[src/sv/cpat_pkg.sv]
package cpat_pkg;

   localparam int MAP_W         = 64;
   localparam int FRAME_FIELD_W = 55;
   localparam int WORD_SHIFT    = 6;
   localparam int BITMAP_W      = 22;
   localparam int IDX_W         = 8;
   localparam int PAGE_AGE_W    = 8;
   localparam int COUNT_W       = 32;
   localparam int STATUS_W      = 3;
   localparam int QUEUE_DEPTH   = 2;

   localparam logic [BITMAP_W-1:0] BITMAP_RESET = '1;
   localparam logic                OP_READ      = 1'b1;

   typedef enum logic [2:0] {
      K_IDLE,
      K_ACTIVE,
      K_SKIP,
      K_BAD,
      K_READ,
      K_READ_NONE
   } kind_type;

   typedef enum logic [STATUS_W-1:0] {
      ST_IDLE   = 3'd0,
      ST_ACTIVE = 3'd1,
      ST_SKIP   = 3'd2,
      ST_BAD    = 3'd3,
      ST_READ   = 3'd4
   } status_type;

   typedef enum logic [2:0] {
      B_CLEAR,
      B_IDLE,
      B_READ_WAIT,
      B_AGE_WAIT,
      B_OLD_WAIT,
      B_NEW_RD,
      B_NEW_WAIT
   } back_state_type;

endpackage

[src/sv/cpat_front.sv]
module cpat_front #(
   parameter int FRAME_BITS = 16,
   parameter int AGE_BITS   = 8
) (
   input  logic                              clock,
   input  logic                              reset,
   input  logic                              start,
   output logic                              busy,
   input  logic                              req_op,
   input  logic [cpat_pkg::MAP_W-1:0]        req_map_entry,
   input  logic [cpat_pkg::MAP_W-1:0]        req_idle_word,
   input  logic [cpat_pkg::IDX_W-1:0]        req_bucket_index,
   input  logic                              csr_valid,
   output logic                              csr_ready,
   input  logic [cpat_pkg::BITMAP_W-1:0]     csr_data,
   input  logic                              q_full,
   input  logic                              clearing,
   output logic                              push,
   output cpat_pkg::kind_type                push_kind,
   output logic [FRAME_BITS-1:0]             push_frame,
   output logic [AGE_BITS-1:0]               push_bkt
);

   import cpat_pkg::*;

   localparam int WIDX_W = FRAME_FIELD_W - WORD_SHIFT;

   logic [BITMAP_W-1:0]      bitmap_words_ff;
   logic [BITMAP_W-1:0]      bitmap_words_in;
   logic [FRAME_FIELD_W-1:0] frame_full;
   logic [WIDX_W-1:0]        word_idx;
   logic                     beyond_bitmap;
   logic                     beyond_table;
   logic                     idle_bit;
   logic                     read_ok;

   always_ff @(posedge clock) begin
      if (reset) begin
         bitmap_words_ff <= BITMAP_RESET;
      end else begin
         bitmap_words_ff <= bitmap_words_in;
      end
   end

   assign csr_ready       = 1'b1;
   assign bitmap_words_in = (csr_valid && csr_ready) ? csr_data : bitmap_words_ff;

   assign busy = q_full || clearing;
   assign push = start && !busy;

   assign frame_full    = req_map_entry[FRAME_FIELD_W-1:0];
   assign word_idx      = frame_full[FRAME_FIELD_W-1:WORD_SHIFT];
   assign beyond_bitmap = ((word_idx >> BITMAP_W) != '0)
                          || (word_idx[BITMAP_W-1:0] >= bitmap_words_ff);
   assign beyond_table  = (frame_full >> FRAME_BITS) != '0;
   assign idle_bit      = req_idle_word[frame_full[WORD_SHIFT-1:0]];
   assign read_ok       = (32'(req_bucket_index) >> AGE_BITS) == 32'd0;

   assign push_frame = FRAME_BITS'(frame_full);
   assign push_bkt   = AGE_BITS'(req_bucket_index);

   always_comb begin
      if (req_op == OP_READ) begin
         push_kind = read_ok ? K_READ : K_READ_NONE;
      end else if (frame_full == '0) begin
         push_kind = K_SKIP;
      end else if (beyond_bitmap || beyond_table) begin
         push_kind = K_BAD;
      end else if (idle_bit) begin
         push_kind = K_IDLE;
      end else begin
         push_kind = K_ACTIVE;
      end
   end

endmodule

[config.mk]
export PLATFORM = sky130hd
export DESIGN_NAME = cpat_front
export DESIGN_NICKNAME = d
export VERILOG_FILES = /design/src/sv/cpat_pkg.sv /design/src/sv/cpat_front.sv
export SDC_FILE = /design/constraint.sdc
export NUM_CORES = 1
export LEC_CHECK = 0
export CORE_MARGIN = 2
export CORE_UTILIZATION = 45
export CTS_BUF_LIST = sky130_fd_sc_hd__clkbuf_4 sky130_fd_sc_hd__clkbuf_8 sky130_fd_sc_hd__clkbuf_16
export DETAILED_ROUTE_END_ITERATION = 8
export DONT_BUFFER_PORTS = 1
export GPL_ROUTABILITY_DRIVEN = 0
export GPL_TIMING_DRIVEN = 0
export REMOVE_ABC_BUFFERS = 1
export SYNTH_ARGS = -nofsm -noshare
export SYNTH_HDL_FRONTEND = slang
export SYNTH_SLANG_ARGS = --single-unit
export TNS_END_PERCENT = 20
[constraint.sdc]
create_clock -name clock -period 4.1 [get_ports clock]
set_input_delay 0.41 -clock clock [delete_from_list [all_inputs] [get_ports clock]]
set_output_delay 0.41 -clock clock [all_outputs]
set_load 0.02 [all_outputs]
==> results of run 1 <==
[cells by family (layout without fill, tap and decap cells)]
kind of cell,after synthesis,after routing,synth area share
adder cells (fa/ha/maj),22,22,0.121
other,1,1,0.00165
buffers and inverters,66,29,0.167
flip-flops,22,22,0.194
AND/OR/NAND/NOR,73,73,0.166
multiplexers,25,25,0.178
AO/OA/AOI/OAI,54,54,0.173
[through the flow]
stage | cell area [sq um] | setup WS (ns) | instances | hold WS [ns]
2_1_floorplan | 1990 | 1.77 | 222 | 0.446
3_3_place_gp | 2070 | 1.38 | 289 | 0.460
3_5_place_dp | 2070 | 1.37 | 289 | 0.464
4_1_cts | 2130 | 1.27 | 293 | 0.250
5_1_grt | 2130 | 1.12 | 293 | 0.250
6_report | 2130 | 1.34 | 293 | 0.257
[final cells by class]
type,instances,share of cell area
multi-input combinational,175,0.683
inverter,25,0.0441
tap,67,0.0394
clock buffer,4,0.0259
sequential,22,0.207
[cell usage after synthesis (2+ instances only)]
library cell | instances | area (sq um)
nand2_1 | 27 | 101
buf_4 | 26 | 195
inv_1 | 25 | 93.8
dfxtp_1 | 22 | 440
ha_1 | 22 | 275
o211ai_1 | 22 | 165
nor4_1 | 13 | 81.3
a21oi_1 | 10 | 50.1
mux2i_1 | 10 | 100
clkbuf_1 | 9 | 33.8
mux4_1 | 8 | 210
a21o_1 | 7 | 52.6
nand4_1 | 7 | 43.8
nor2_1 | 6 | 22.5
nor3_1 | 6 | 30.0
mux2_2 | 5 | 56.3
nand2b_1 | 4 | 25.0
a311oi_1 | 2 | 17.5
buf_2 | 2 | 10.0
buf_6 | 2 | 22.5
nand3_1 | 2 | 10.0
nand4b_1 | 2 | 17.5
o22ai_1 | 2 | 12.5
o311ai_0 | 2 | 17.5
o32ai_1 | 2 | 17.5
or3_1 | 2 | 12.5
[power by group through the flow]
stage | clock [W] | combinational, W | sequential, W
floorplan | 0 | 0.000103 | 0.000236
global placement | 0 | 0.000121 | 0.000236
detailed placement | 0 | 0.000122 | 0.000237
CTS | 0.000162 | 0.000123 | 0.000232
global route | 0.000171 | 0.000140 | 0.000233
finish | 0.000157 | 0.000121 | 0.000232
[layer usage]
layer / global-route usage / share of wire / up-vias
li1: - / - / 883
met1: 0.218 / 0.42 / 779
met2: 0.308 / 0.47 / 98
met3: 0.0643 / 0.095 / 6
met4: 0.0337 / 0.013 / 0
met5: 0 / 0 / -
[final timing paths]
path / slack (ns) / depth (start not counted) / end / from
min reg2reg: 0.48 / 2 / bitmap_words_ff[7] / bitmap_words_ff[7]
max: 1.34 / 7 / push_kind[0] / bitmap_words_ff[19]
min: 0.26 / 1 / bitmap_words_ff[18] / csr_valid
max reg2reg: 3.45 / 2 / bitmap_words_ff[0] / bitmap_words_ff[0]
==> impl_results.md, run 1 <==
- Top register by number of flip-flops: bitmap_words_ff
- Count of flip-flops with a built-in enable after synthesis: 0
- Combinational power share: 0.238
- Category of the most critical setup path: reg2out
- Initial Utilization: 0.475
- Synthesized flop and latch total: 22
- Die area: 0.00563 sq mm
- Post-layout nets: 414
- Status: finished, final reports clean
- Slew Viols, Final: 0
- Maximum cell stage delay along the critical path: 0.51 ns
- Tightest slew margin relative to the limit: 0.528
- Max Clock Freq: 363 MHz
- Switching power summed over all nets: 0.000130 W
- Number of flip-flops under the largest register name: 22
- Required @ worst endpoint: 3.69 ns
- Post-synthesis to final-layout area growth: -6.44%
- Setup Skew: 0 ns
- Fin. Hold Viols: 0
- H-Tree Depth: 1
- Sequential power share: 0.454
- Util after Layout: 0.444
- Slew at the pin with the worst max-slew slack: 0.707 ns
- Number of top-level pins: 195
- Most common library cell in the layout ignoring fill and taps: nand2_1
- Most frequent CP cell: a21o_1
- Fill count: 484
- Count of cell types in the netlist: 42
- Clk Latency, worst-skew pair: 0.26 ns
- FFs w/ async S/R, synth: 0
- Worst-case vdd ir drop: 190 uV
- Die width: 75.1 microns
- Diodes inserted: 0
- Gate count after technology mapping: 263
- Clock transition at the registers of the reported paths: 0.08 ns
- TritonCTS clock tree: yes
- Primary FF master, synth: dfxtp_1
- Number of global-route vias before repair: 1627
- Setup violators final: 0
- Vias: 1766
- Vertical die dimension: 75.1 microns
- Post_cts resized: 0
- Post-layout total power: 0.000510 W
- Final period utilization: 0.672
- Number of DRC violations after detailed-routing iteration 0: 46
- Ratio of routed vias to standard cells: 6.03
- CTS Hold Buffers Added: 0
- Final routed DRC violation total: 0
- Placeable core region: 0.00479 sq mm
- Global router's overall resource usage: 0.180
- Maximum fanout along the worst path: 2
- Wire length per cell after detailed routing: 17.9 microns
- Final sum of negative setup slack: 0 ns
- GR Overflow Total: 0
- DRT Wirelength: 5.25 mm
- CP max stage cell: nor4bb_1
- Post-CTS repair timing setup buffer count: 0
- Top flop regs: bitmap_words_ff x22
- First-pass GRT wire length: 7.64 mm
- Class of the tightest hold or removal check: in2reg
- Nature of the critical path startpoint: flop
- Power per cell area: 240 mW/mm^2
- Switching fraction of total power: 0.256
- Number of input and output port buffers inserted: 0
- Chain of cells forming the critical path: inv_1 > ha_1 > a21o_1 > a21o_1 > a221oi_1 > nor4bb_1 > a311oi_2
- Detailed placement HPWL: 4.44 mm
- Number of CTS-inserted buffers: 3
- Layout cells sized above 1: 0.0575
- RSZ-0062 raised after global routing: false
- Sequential cell area fraction in the yosys report: 0.194
- Commonest cells after routing, fill and taps aside: nand2_1 (27), inv_1 (25), o211ai_1 (22), ha_1 (22), dfxtp_1 (22)
- Mapped Avg Cell Area: 8.64 sq um
- Sinks on Clock Net: 22
- Crit path buf inv count: 1
- Critical Path AT: 2.35 ns
- Combined flip-flop and latch cell area: 440 sq um
- Kind of cell with the highest combined delay on the critical path: compound AO/OA/AOI/OAI gates
- Clock network fraction of design power: 0.307
- Synth warnings: 0
- Final period demand of the worst path: 2.76 ns
- Buffer levels on the longest clock path: 2
- Leak: 0.985 nW
- Internal power: 0.000379 W
- Pin count of the biggest net entering global routing: 44
- # Max-Cap Violations: 0
- Summed instance area of the synthesized netlist: 0.00227 sq mm
- Antenna Nets Post-Route: 0
- First-pass iteration count of the detailed router: 4
- CP endpoint kind: primary output
- Core Rows: 25
- Number of antenna violations at the first check in global routing: 0
- Clock Tree Root: clkbuf_8
- Multi-input combinational cell area: 0.00145 sq mm
(Power assumes the default switching activity.)
==> run 2: changes to the inputs <==
- ABC_AREA: default -> 1
- clock period: 4.1 -> 2.7 ns (I/O delays scaled with it)
==> impl_results.md, run 2 <==
- Worst min-delay path startpoint: reset
- Leak: 1.24 nW
- Final period utilization: 0.826
- DRT Wirelength: 6.10 mm
- Primary FF master, synth: dfxtp_1
- Detailed placement HPWL: 4.94 mm
- Setup violators final: 0
- Commonest cells after routing, fill and taps aside: nand2_1 (101), inv_1 (51), nand3_1 (45), nor2_1 (43), a21oi_1 (33)
- Diodes inserted: 0
- Top flop regs: bitmap_words_ff x22
- Wire length per cell after detailed routing: 13.7 microns
- Most numerous cell in the Yosys netlist: nand2_1
- Number of antenna violations at the first check in global routing: 0
- Post-layout nets: 563
- Sequential cell area fraction in the yosys report: 0.179
- Initial Utilization: 0.475
- Vertical die dimension: 77.9 microns
- Top register by number of flip-flops: bitmap_words_ff
- Worst-case vdd ir drop: 275 uV
- Maximum cell stage delay along the critical path: 0.41 ns
- Clock Tree Root: clkbuf_8
- RSZ-0062 raised after global routing: false
- End of the worst hold path: bitmap_words_ff[1]
- Nature of the critical path startpoint: flop
- Category of the most critical setup path: reg2out
- Logic depth of the worst register-to-register path: 2
- Slew at the pin with the worst max-slew slack: 0.520 ns
- Critical Path AT: 1.96 ns
- Die area: 0.00607 sq mm
- Number of DRC violations after detailed-routing iteration 0: 74
- Post-synthesis to final-layout area growth: -6.47%
- Post_cts resized: 0
- Most frequent CP cell: nand2_1
- Number of CTS-inserted buffers: 3
- TritonCTS clock tree: yes
- Number of top-level pins: 195
- Synthesized flop and latch total: 22
- Max Clock Freq: 448 MHz
- Smallest hold slack: 0.104 ns
- Clk Latency, worst-skew pair: 0.26 ns
- Global router's overall resource usage: 0.197
- Mapped Avg Cell Area: 5.94 sq um
- Class of the tightest hold or removal check: in2reg
- Fin. Hold Viols: 0
- Antenna Nets Post-Route: 0
- Summed instance area of the synthesized netlist: 0.00246 sq mm
- Layout cells sized above 1: 0.0293
- First-pass iteration count of the detailed router: 4
- Cell types occupying the most area after synthesis: dfxtp_1 (18%), nand2_1 (15%), ha_1 (11%), nand3_1 (9.2%), buf_4 (8.2%)
- Core Rows: 26
- Hold path depth: 2
- GR Overflow Total: 0
- CP endpoint kind: primary output
- Pin count of the biggest net entering global routing: 45
- FFs w/ async S/R, synth: 0
- Cell type with the highest aggregate area in the netlist: dfxtp_1
- Required @ worst endpoint: 2.43 ns
- Worst flop-to-flop path endpoint: bitmap_words_ff[18]
- CTS Hold Buffers Added: 0
- Final period demand of the worst path: 2.23 ns
- Number of global-route vias before repair: 2206
- Ratio of routed vias to standard cells: 5.20
- # Max-Cap Violations: 0
- Gate count after technology mapping: 414
- Placeable core region: 0.00517 sq mm
- Synth warnings: 0
- Setup Skew: 0 ns
- Vias: 2315
- Final sum of negative setup slack: 0 ns
- Die width: 77.9 microns
- Fill count: 586
- Power per cell area: 377 mW/mm^2
- CP max stage cell: a21oi_1
- Count of cell types in the netlist: 26
- Count of flip-flops with a built-in enable after synthesis: 0
- Final routed DRC violation total: 0
- Most common library cell in the layout ignoring fill and taps: nand2_1
- Maximum fanout along the worst path: 2
- First-pass GRT wire length: 9.76 mm
- Yosys top cell area share: 0.179
- H-Tree Depth: 1
- Chain of cells forming the critical path: inv_1 > ha_1 > nand2_1 > nor2_1 > nand2_1 > nand2_1 > nand2_1 > nand2_1 > nand2_1 > nand2_1 > nor2_1 > a21oi_1
- Number of input and output port buffers inserted: 0
- Status: finished, final reports clean
- Buffer levels on the longest clock path: 2
- Clock transition at the registers of the reported paths: 0.09 ns
- Worst reg2reg startpoint: bitmap_words_ff[18]
- Slew Viols, Final: 0
- Sinks on Clock Net: 22
- Tightest slew margin relative to the limit: 0.655
- Leading cell types by count after synthesis: nand2_1 (101), inv_1 (51), nand3_1 (45)
- Worst-case register-to-register setup slack: 2.11 ns
- Post-CTS repair timing setup buffer count: 0
- Number of flip-flops under the largest register name: 22
-- run 2: changes by cell type after synthesis, sizes merged, moves of 9 or more --
cell	delta
nor2	+37
a21oi	+23
o21ai	+27
inv	+28
nand2	+76
mux2i	-10
nand3	+43
mux4	-9
o211ai	-19
nor4	-10
-- run 2: metrics by stage --
step / setup WS [ns] / total power (W) / instances / cell area [sq um] / util
after global placement: 0.795 / 0.000558 / 441 / 2230 / 0.431
after global routing: 0.287 / 0.000930 / 445 / 2300 / 0.444
final: 0.470 / 0.000866 / 445 / 2300 / 0.444
after detailed placement: 0.757 / 0.000562 / 441 / 2230 / 0.431
after floorplan: 0.993 / 0.000528 / 371 / 2140 / -
after CTS: 0.446 / 0.000880 / 445 / 2300 / 0.444
-- run 2: layout make-up --
type	count	area, sq um	area share
clock buffers	3	41.3	0.0180
clock inverters	1	30.0	0.0131
inverters	53	201	0.0876
multi-input cells	296	1500	0.652
flip-flops and latches	22	440	0.192
well taps	70	87.6	0.0381
-- run 2: how the worst max path moves through the flow --
| stage | from | end | slack [ns] |
|---|---|---|---|
| after floorplan | bitmap_words_ff[5] | push_kind[0] | 0.99 |
| after global placement | bitmap_words_ff[5] | push_kind[0] | 0.80 |
| after detailed placement | bitmap_words_ff[5] | push_kind[0] | 0.76 |
| after CTS | bitmap_words_ff[5] | push_kind[0] | 0.45 |
| after global routing | bitmap_words_ff[5] | push_kind[0] | 0.29 |
| final | bitmap_words_ff[5] | push_kind[0] | 0.47 |
-- run 2: worst max-delay path: cells and delay by family, from the launching register on --
kind / cells / cell delay (ns)
simple gates: 9 / 0.63
compound gates: 1 / 0.41
fa+ha+maj: 1 / 0.28
flops: 1 / 0.32
buf+inv: 1 / 0.04
-- run 2: cell families after synthesis --
kind of cell	synth area share
and+or+nand+nor	0.357
buffers and inverters	0.211
AOI/OAI and AO/OA	0.138
adders and majority gates	0.112
DFF	0.179
other	0.00153
-- run 2: per-layer routing --
| metal | global-route usage | part of all wire | vias up |
|---|---|---|---|
| li1 | - | - | 1226 |
| met5 | 0 | 0 | - |
| met3 | 0.120 | 0.14 | 6 |
| met4 | 0.0298 | 0.0090 | 0 |
| met2 | 0.309 | 0.43 | 105 |
| met1 | 0.235 | 0.42 | 978 |
-- run 2: report_power, final --
part	switching (W)	internal, W	leakage [nW]
combinational	0.000115	0.0000862	1.02
clock	0.000114	0.000198	0.0357
sequential	0.00000519	0.000347	0.184
total	0.000235	0.000631	1.24
