$ cat src/sv/cpat_pkg.sv
package cpat_pkg;

   localparam int MAP_W         = 64;
   localparam int FRAME_FIELD_W = 55;
   localparam int WORD_SHIFT    = 6;
   localparam int BITMAP_W      = 22;
   localparam int IDX_W         = 8;
   localparam int PAGE_AGE_W    = 8;
   localparam int COUNT_W       = 32;
   localparam int STATUS_W      = 3;
   localparam int QUEUE_DEPTH   = 2;

   localparam logic [BITMAP_W-1:0] BITMAP_RESET = '1;
   localparam logic                OP_READ      = 1'b1;

   typedef enum logic [2:0] {
      K_IDLE,
      K_ACTIVE,
      K_SKIP,
      K_BAD,
      K_READ,
      K_READ_NONE
   } kind_type;

   typedef enum logic [STATUS_W-1:0] {
      ST_IDLE   = 3'd0,
      ST_ACTIVE = 3'd1,
      ST_SKIP   = 3'd2,
      ST_BAD    = 3'd3,
      ST_READ   = 3'd4
   } status_type;

   typedef enum logic [2:0] {
      B_CLEAR,
      B_IDLE,
      B_READ_WAIT,
      B_AGE_WAIT,
      B_OLD_WAIT,
      B_NEW_RD,
      B_NEW_WAIT
   } back_state_type;

endpackage

$ cat src/sv/cpat_queue.sv
module cpat_queue #(
   parameter int FRAME_BITS = 16,
   parameter int AGE_BITS   = 8
) (
   input  logic                  clock,
   input  logic                  reset,
   input  logic                  push,
   input  cpat_pkg::kind_type    push_kind,
   input  logic [FRAME_BITS-1:0] push_frame,
   input  logic [AGE_BITS-1:0]   push_bkt,
   output logic                  full,
   output logic                  q_valid,
   input  logic                  pop,
   output cpat_pkg::kind_type    q_kind,
   output logic [FRAME_BITS-1:0] q_frame,
   output logic [AGE_BITS-1:0]   q_bkt
);

   import cpat_pkg::*;

   localparam int PTR_W = $clog2(QUEUE_DEPTH);
   localparam int CNT_W = $clog2(QUEUE_DEPTH + 1);

   kind_type              kind_q_ff  [QUEUE_DEPTH];
   logic [FRAME_BITS-1:0] frame_q_ff [QUEUE_DEPTH];
   logic [AGE_BITS-1:0]   bkt_q_ff   [QUEUE_DEPTH];
   logic [PTR_W-1:0]      wr_ptr_ff;
   logic [PTR_W-1:0]      wr_ptr_in;
   logic [PTR_W-1:0]      rd_ptr_ff;
   logic [PTR_W-1:0]      rd_ptr_in;
   logic [CNT_W-1:0]      count_ff;
   logic [CNT_W-1:0]      count_in;

   assign full    = count_ff == CNT_W'(QUEUE_DEPTH);
   assign q_valid = count_ff != '0;
   assign q_kind  = kind_q_ff[rd_ptr_ff];
   assign q_frame = frame_q_ff[rd_ptr_ff];
   assign q_bkt   = bkt_q_ff[rd_ptr_ff];

   always_comb begin
      wr_ptr_in = wr_ptr_ff;
      rd_ptr_in = rd_ptr_ff;
      count_in  = count_ff;
      if (push) begin
         wr_ptr_in = (wr_ptr_ff == PTR_W'(QUEUE_DEPTH - 1)) ? '0 : wr_ptr_ff + PTR_W'(1);
      end
      if (pop) begin
         rd_ptr_in = (rd_ptr_ff == PTR_W'(QUEUE_DEPTH - 1)) ? '0 : rd_ptr_ff + PTR_W'(1);
      end
      if (push && !pop) begin
         count_in = count_ff + CNT_W'(1);
      end else if (pop && !push) begin
         count_in = count_ff - CNT_W'(1);
      end
   end

   always_ff @(posedge clock) begin
      if (reset) begin
         wr_ptr_ff <= '0;
         rd_ptr_ff <= '0;
         count_ff  <= '0;
      end else begin
         wr_ptr_ff <= wr_ptr_in;
         rd_ptr_ff <= rd_ptr_in;
         count_ff  <= count_in;
      end
   end

   always_ff @(posedge clock) begin
      if (push) begin
         kind_q_ff[wr_ptr_ff]  <= push_kind;
         frame_q_ff[wr_ptr_ff] <= push_frame;
         bkt_q_ff[wr_ptr_ff]   <= push_bkt;
      end
   end

   a_no_push_when_full: assert property (@(posedge clock) disable iff (reset)
      full |-> !push)
      else $error("item pushed into full queue");

   a_no_pop_when_empty: assert property (@(posedge clock) disable iff (reset)
      pop |-> q_valid)
      else $error("item popped from empty queue");

endmodule

$ cat config.mk
export PLATFORM = sky130hd
export DESIGN_NAME = cpat_queue
export DESIGN_NICKNAME = d
export VERILOG_FILES = /design/src/sv/cpat_pkg.sv /design/src/sv/cpat_queue.sv
export SDC_FILE = /design/constraint.sdc
export NUM_CORES = 1
export LEC_CHECK = 0
export ABC_AREA = 1
export ABC_CLOCK_PERIOD_IN_PS = 2100
export BUFFER_PORTS_ARGS = -buffer_cell sky130_fd_sc_hd__buf_2
export CAP_MARGIN = 25
export CORE_ASPECT_RATIO = 0.8
export CORE_MARGIN = 2
export CORE_UTILIZATION = 46
export CTS_CLUSTER_DIAMETER = 200
export DETAILED_ROUTE_END_ITERATION = 6
export GPL_ROUTABILITY_DRIVEN = 0
export GPL_TIMING_DRIVEN = 0
export PLACE_DENSITY = 0.83
export REMOVE_ABC_BUFFERS = 1
export SLEW_MARGIN = 20
export SYNTH_ARGS = -nofsm -noshare
export SYNTH_HDL_FRONTEND = slang
export SYNTH_SLANG_ARGS = --single-unit
$ cat constraint.sdc
create_clock -name clock -period 2.1 [get_ports clock]
set_input_delay 0.42 -clock clock [delete_from_list [all_inputs] [get_ports clock]]
set_output_delay 0.42 -clock clock [all_outputs]
set_load 0.02 [all_outputs]
==> results of run 1 <==
-- Yosys cell counts, drive strengths merged --
library cell | count | share of area
dfxtp | 5 | 0.044
mux2 | 27 | 0.17
a21oi | 1 | 0.0022
nor2 | 6 | 0.0099
ha | 1 | 0.0055
o21ai | 1 | 0.0022
nand4 | 1 | 0.0027
nor3 | 1 | 0.0022
edfxtp | 54 | 0.71
inv | 9 | 0.015
nand3 | 1 | 0.0022
buf | 3 | 0.023
xnor2 | 1 | 0.0038
nand2 | 6 | 0.0099
-- routing by layer --
metal,wire length (um),global-route usage,up-vias,part of all wire
met1,1320,0.136,556,0.38
li1,-,-,577,-
met3,270,0.0650,4,0.078
met2,1820,0.243,50,0.53
met4,23,0.0676,0,0.0067
met5,0,0,-,0
-- per-stage QoR --
stage | TNS [ns] | cells
6_report | 0 | 252
5_1_grt | 0 | 252
4_1_cts | 0 | 252
3_5_place_dp | 0 | 236
3_3_place_gp | -24.66 | 233
2_1_floorplan | 0 | 114
-- worst max-delay path, delay by kind of cell (launching register included) --
family                 cells  cell delay, ns
buffers and inverters      2            0.36
flip-flops                 1            0.49
multiplexers               1            0.35
-- flip-flops by register name (all words and copies together), names as in the netlist, named ones only --
signal,cells
rd_ptr_ff,1
kind_q_ff,6
bkt_q_ff,16
wr_ptr_ff,1
count_ff,2
frame_q_ff,32
-- logic make-up (layout without fill, tap and decap cells) --
family	Yosys count	in the layout	share of synthesized area
adder cells (fa/ha/maj)	1	1	0.00549
XOR/XNOR	1	1	0.00384
AND/OR/NAND/NOR	15	15	0.0269
AO/OA/AOI/OAI	2	2	0.00439
flip-flops	59	59	0.756
buffers and inverters	12	87	0.0373
multiplexers	27	27	0.166
-- cell type report --
| class | instances | area (um2) |
|---|---|---|
| Sequential cell | 59 | 1730 |
| Clock inverter | 7 | 116 |
| Tap cell | 60 | 75.1 |
| Clock buffer | 9 | 124 |
| Timing Repair Buffer | 62 | 378 |
| Inverter | 9 | 33.8 |
| Multi-Input combinational cell | 46 | 479 |
| Fill cell | 368 | 1750 |
-- power by group --
group | internal, mW | leakage (nW) | switching [mW]
Clock | 0.785 | 0.121 | 0.408
Sequential | 1.36 | 0.549 | 0.0306
Combinational | 0.172 | 0.537 | 0.187
-- worst max path at each step --
stage                                       to  slack [ns]  cells after the start
floorplan                             q_bkt[7]        0.09                      1
global placement    frame_q_ff[0][6]$_DFFE_PP_       -0.66                      3
detailed placement                  q_frame[7]        0.38                      3
CTS                                 q_frame[7]       0.007                      3
global route                        q_frame[7]        0.09                      3
finish                              q_frame[7]        0.16                      3
==> flow_summary.yaml, run 1 <==
outcome:
  outcome: "completed"
floorplanning:
  die_area_um2: 5540
  start_util: 0.487
  die_h_um: 67.0
  coreArea_um2: 4680
  rows: 22
  die_w_um: 82.7
  ioPinCount: 60
detailed_routing:
  drt-wirelength-per-cell_um: 13.7
  drt_iter0_drc: 32
  drc: 0
  firstDrtPassIters: 4
  wirelength_um: 3440
  postRouteAntennaNets: 0
  vias: 1187
  viasPerCell: 4.71
clocking:
  post_cts_resized: 0
  clkTransAtPathRegs_ns: 0.06
  hold_buffers: 0
  root_buffer: "clkbuf_8"
  cts_max_level: 3
  clockBufferDepth: 2
  cts.sinks: 59
  cts_setup_buffers: 0
  numCtsBuffers: 9
  clk-insertion-delay-late_ns: 0.32
  cts_tree: "yes"
sta:
  rsz0062_at_grt: "false"
  fin_crit_sh: 0.922
  fin_skew_ns: 0.00466
  slew_headroom: 0.639
  hold_violations: 0
  setup_viol: 0
  layout_setup_ws_ns: 0.164
  fmax_ghz: 0.517
  finalMaxSlewViolations: 0
  timing.hold.ws_ns: 0.286
  tightest_slew_ns: 0.540
  min_period_ns: 1.94
worst_setup_path:
  r2r_start: "wr_ptr_ff$_SDFFE_PP0P_"
  cpPeakStageDelay_ns: 0.49
  path_class: "flip-flop to output pin"
  setup.worst_path.start_class: "flip-flop"
  end_kind: "output pin"
  ff2ff_path_depth: 3
  arrival_ns: 1.52
  crit_slowest_cell: "dfxtp_4"
  crit_path_max_fanout: 17
  worstPathCellList: "buf_16 > mux2_2 > buf_2"
  regToRegSetupSlack_ns: 0.69
  required_ns: 1.68
  reg2reg_to: "frame_q_ff[1][2]$_DFFE_PP_"
placement:
  dp_hpwl_um: 2480
  post_dp_cell_area_um2: 2690
  post-place-ws_ns: 0.382
  io_buffers: 59
final_layout:
  postLayoutCoreUtil: 0.626
  area_delta_synth_final_pct: 28.7
  antenna_cells: 0
  num-nets-final: 219
  final_common_cell: "buf_2"
  finalInstanceArea_um2: 2930
  drive_above_1_share: 0.552
  layout_common_cells: "buf_2 (59), edfxtp_1 (54), mux2_4 (20)"
synthesis:
  syn_area_um2: 2280
  syn_avg_cell_area_um2: 19.5
  synthCells: 117
  synth_seq_area_share: 0.756
  synth_seq_cells: 59
  synth.yosys.warnings: 0
  synth_cell_types: 16
power_and_ir_drop:
  p_leak_nw: 1.21
  irDropWorstVdd_mv: 0.780
  power_mw: 2.94
  power_density_nw_per_um2: 1000
global_route:
  grt_max_degree: 21
  antenna_found_initial: 0
  grt_pass1_vias: 1201
  grt_remaining_overflow: 0
  grt_pass1_wl_um: 5290
  track_usage: 0.138
hold_path:
  min_from: "push_bkt[3]"
  hp-class: "input port to flip-flop"
  whs_endpoint: "bkt_q_ff[0][3]$_DFFE_PP_"
  whs_path_depth: 1
job:
  maxCapViolCount: 0
Power figures use the tool's default switching activity.
==> run 2: changes to the inputs <==
==> constraint.sdc (replaced) <==
create_clock -name clock -period 2.1 [get_ports clock]
set_input_delay 0.315 -clock clock [delete_from_list [all_inputs] [get_ports clock]]
set_output_delay 0.315 -clock clock [all_outputs]
set_load 0.02 [all_outputs]
==> flow_summary.yaml, run 2 (synthesis results as in run 1) <==
placement:
  io_buffers: 59
  place_inst: 236
  dp_hpwl_um: 2480
  post_dp_cell_area_um2: 2690
  post-place-ws_ns: 0.487
worst_setup_path:
  required_ns: 1.78
  regToRegSetupSlack_ns: 0.69
  reg2reg_to: "frame_q_ff[1][2]$_DFFE_PP_"
  end_kind: "output pin"
  crit_path_max_fanout: 17
  path_class: "flip-flop to output pin"
  arrival_ns: 1.63
  r2r_start: "wr_ptr_ff$_SDFFE_PP0P_"
  ff2ff_path_depth: 3
  setup.worst_path.start_class: "flip-flop"
floorplanning:
  die_h_um: 67.0
  ioPinCount: 60
  coreArea_um2: 4680
  die_area_um2: 5540
  die_w_um: 82.7
  start_util: 0.487
  rows: 22
clocking:
  cts_max_level: 3
  post_cts_resized: 0
  clockBufferDepth: 2
  cts_tree: "yes"
  clkTransAtPathRegs_ns: 0.06
  cts.sinks: 59
  hold_buffers: 0
  cts_setup_buffers: 0
  clk-insertion-delay-late_ns: 0.32
  root_buffer: "clkbuf_8"
  numCtsBuffers: 9
detailed_routing:
  drt-wirelength-per-cell_um: 13.7
  postRouteAntennaNets: 0
  firstDrtPassIters: 4
  wirelength_um: 3440
  drt_iter0_drc: 34
  drc: 0
  viasPerCell: 4.71
  vias: 1188
sta:
  fin_crit_sh: 0.924
  tightest_slew_ns: 0.541
  slew_headroom: 0.639
  hold_violations: 0
  setup_viol: 0
  timing.hold.ws_ns: 0.181
  finalMaxSlewViolations: 0
  rsz0062_at_grt: "false"
  layout_setup_ws_ns: 0.159
  min_period_ns: 1.94
  setup-tns-final_ns: 0
  fin_skew_ns: 0.00454
  fmax_ghz: 0.515
global_route:
  grt_max_degree: 21
  grt_pass1_wl_um: 5290
  antenna_found_initial: 0
  grt_pass1_vias: 1201
  grt_remaining_overflow: 0
  track_usage: 0.138
final_layout:
  drive_above_1_share: 0.552
  multiInputGateArea_um2: 479
  n_fill_cell: 368
  final_common_cell: "buf_2"
  finalInstanceArea_um2: 2930
  antenna_cells: 0
  area_delta_synth_final_pct: 28.6
  postLayoutCoreUtil: 0.626
  layout_common_cells: "buf_2 (59), edfxtp_1 (54), mux2_4 (20)"
  top_register: "frame_q_ff"
  num-nets-final: 219
  largestRegisters: "frame_q_ff x32, bkt_q_ff x16, kind_q_ff x6"
  regArea_um2: 1720
  layoutNonFillerInstCount: 252
  largest_reg_flops: 32
hold_path:
  hp-class: "input port to flip-flop"
  min_from: "push_bkt[3]"
  whs_endpoint: "bkt_q_ff[0][3]$_DFFE_PP_"
  whs_path_depth: 1
power_and_ir_drop:
  power_density_nw_per_um2: 1000
  irDropWorstVdd_mv: 0.780
  power_mw: 2.94
  p_leak_nw: 1.21
job:
  maxCapViolCount: 0
outcome:
  outcome: "completed"
run 2: cell counts in the layout (fill, tap and decap cells not counted):
No cell type changed its count.
run 2: how the worst max path moves through the flow:
stage | start | endpoint | slack [ns] | cells after the start
5_1_grt | flip-flop | q_frame[7] | 0.07 | 3
2_1_floorplan | flip-flop | q_bkt[7] | 0.19 | 1
3_3_place_gp | push | frame_q_ff[0][6]$_DFFE_PP_ | -0.55 | 3
4_1_cts | flip-flop | q_frame[7] | 0.11 | 3
6_report | flip-flop | q_frame[7] | 0.16 | 3
3_5_place_dp | flip-flop | q_frame[7] | 0.49 | 3
run 2: layout make-up:
type,instances,area share
flip-flops and latches,59,0.588
multi-input cells,46,0.164
repair buffers,62,0.129
clock buffers,9,0.0423
clock inverters,7,0.0397
well taps,60,0.0256
inverters,9,0.0115
run 2: critical path, stage by stage (launching register included):
cell and delay, ns:
dfxtp_2 0.58, buf_16 0.22, mux2_2 0.35, buf_2 0.16
run 2: metal layers:
layer	routed length (um)	part of all wire	vias to the layer above	track usage
li1	-	-	577	-
met1	1320	0.38	557	0.136
met2	1820	0.53	50	0.243
met3	270	0.078	4	0.0650
met4	23	0.0067	0	0.0676
met5	0	0	-	0
run 2: power by group:
| group | total, mW | switching, mW | internal, mW |
|---|---|---|---|
| Combinational | 0.360 | 0.188 | 0.172 |
| Clock | 1.19 | 0.408 | 0.785 |
| Sequential | 1.39 | 0.0306 | 1.36 |
==> run 3: changes to the inputs <==
--- a/config.mk
+++ b/config.mk
@@ -11,12 +11,12 @@
 export CAP_MARGIN = 25
 export CORE_ASPECT_RATIO = 0.8
 export CORE_MARGIN = 2
-export CORE_UTILIZATION = 46
+export CORE_UTILIZATION = 29
 export CTS_CLUSTER_DIAMETER = 200
 export DETAILED_ROUTE_END_ITERATION = 6
 export GPL_ROUTABILITY_DRIVEN = 0
 export GPL_TIMING_DRIVEN = 0
-export PLACE_DENSITY = 0.83
+export PLACE_DENSITY = 0.6
 export REMOVE_ABC_BUFFERS = 1
 export SLEW_MARGIN = 20
 export SYNTH_ARGS = -nofsm -noshare
==> flow_summary.yaml, run 3 (synthesis results as in run 1) <==
outcome:
  outcome: "completed"
final_layout:
  largest_reg_flops: 32
  finalInstanceArea_um2: 2950
  area_delta_synth_final_pct: 29.5
  n_fill_cell: 729
  regArea_um2: 1720
  largestRegisters: "frame_q_ff x32, bkt_q_ff x16, kind_q_ff x6"
  final_common_cell: "buf_2"
  num-nets-final: 218
  layoutNonFillerInstCount: 296
  drive_above_1_share: 0.555
  postLayoutCoreUtil: 0.394
  layout_common_cells: "buf_2 (59), edfxtp_1 (54), mux2_4 (20)"
  antenna_cells: 0
  top_register: "frame_q_ff"
  multiInputGateArea_um2: 479
floorplanning:
  start_util: 0.304
  die_area_um2: 8590
  die_w_um: 103
  rows: 28
  die_h_um: 83.3
  ioPinCount: 60
  coreArea_um2: 7500
detailed_routing:
  drt-wirelength-per-cell_um: 12.9
  vias: 1195
  drc: 0
  viasPerCell: 4.04
  postRouteAntennaNets: 0
  wirelength_um: 3820
  drt_iter0_drc: 29
  firstDrtPassIters: 4
power_and_ir_drop:
  switching_share: 0.220
  power_frac_seq: 0.468
  power.share.clock: 0.412
  power_density_nw_per_um2: 1000
  irDropWorstVdd_mv: 0.484
  p_switching_uw: 650
  internal_power_mw: 2.30
  p_leak_nw: 1.19
  combPwrFrac: 0.120
worst_setup_path:
  ff2ff_path_depth: 2
  arrival_ns: 1.58
  r2r_start: "wr_ptr_ff$_SDFFE_PP0P_"
  regToRegSetupSlack_ns: 0.78
  crit_path_max_fanout: 19
  end_kind: "output pin"
  reg2reg_to: "frame_q_ff[1][4]$_DFFE_PP_"
  path_class: "flip-flop to output pin"
  required_ns: 1.78
  setup.worst_path.start_class: "flip-flop"
clocking:
  clockBufferDepth: 2
  cts_tree: "yes"
  numCtsBuffers: 9
  cts_max_level: 3
  cts.sinks: 59
  root_buffer: "clkbuf_8"
  clk-insertion-delay-late_ns: 0.33
  hold_buffers: 0
  clkTransAtPathRegs_ns: 0.07
  post_cts_resized: 0
  cts_setup_buffers: 0
job:
  maxCapViolCount: 0
placement:
  post_dp_cell_area_um2: 2710
  place_inst: 280
  dp_hpwl_um: 2540
  io_buffers: 59
global_route:
  antenna_found_initial: 0
  track_usage: 0.0926
  grt_max_degree: 29
  grt_pass1_wl_um: 5710
  grt_remaining_overflow: 0
  grt_pass1_vias: 1178
sta:
  tightest_slew_ns: 0.640
  fmax_ghz: 0.528
  timing.hold.ws_ns: 0.176
  setup_viol: 0
  hold_violations: 0
  slew_headroom: 0.572
  rsz0062_at_grt: "false"
  fin_skew_ns: 0.00695
  fin_crit_sh: 0.902
  finalMaxSlewViolations: 0
  min_period_ns: 1.89
hold_path:
  hp-class: "input port to flip-flop"
  whs_endpoint: "bkt_q_ff[1][3]$_DFFE_PP_"
  whs_path_depth: 1
  min_from: "push_bkt[3]"
-- run 3: changes by cell type in the layout (fill, tap and decap cells not counted), sizes merged --
cell  change
buf       -1
-- run 3: worst max-delay path: stages (launching register included) --
cell     delay, ns
dfxtp_2       0.52
buf_12        0.24
mux2_2        0.35
buf_2         0.16
-- run 3: area by class of cell --
class,count,area share
sequential,59,0.584
multi-input combinational,46,0.162
timing repair buffer,61,0.116
tap,105,0.0445
clock buffer,9,0.0420
clock inverter,7,0.0394
inverter,9,0.0115
-- run 3: power groups by stage --
stage | Sequential [mW] | Combinational, mW | Clock, mW
after floorplan | 1.41 | 0.218 | 0
after global placement | 1.43 | 0.327 | 0
after detailed placement | 1.41 | 0.362 | 0
after CTS | 1.38 | 0.362 | 1.27
after global routing | 1.39 | 0.384 | 1.32
final | 1.38 | 0.354 | 1.22
-- run 3: routing by layer --
layer / global-route usage / vias to the layer above / wire (um)
met1: 0.0961 / 573 / 1620
met5: 0 / - / 0
met2: 0.153 / 43 / 1880
li1: - / 575 / -
met4: 0.0251 / 0 / 23
met3: 0.0598 / 4 / 292
-- run 3: worst max-delay path by stage --
stage / from / endpoint / slack (ns) / cells past startpoint
3_3_place_gp: push / bkt_q_ff[0][5]$_DFFE_PP_ / -0.75 / 3
2_1_floorplan: flip-flop / q_bkt[7] / 0.19 / 1
3_5_place_dp: flip-flop / q_frame[7] / 0.50 / 3
5_1_grt: flip-flop / q_kind[2] / 0.11 / 3
4_1_cts: flip-flop / q_frame[7] / 0.13 / 3
6_report: flip-flop / q_frame[7] / 0.21 / 3
-- run 3: per-stage QoR --
step	total power [mW]	setup slack (ns)	setup TNS, ns
4_1_cts	3.01	0.134	0
5_1_grt	3.09	0.108	0
6_report	2.95	0.206	0
3_5_place_dp	1.77	0.503	0
2_1_floorplan	1.63	0.193	0
3_3_place_gp	1.75	-0.749	-27.14
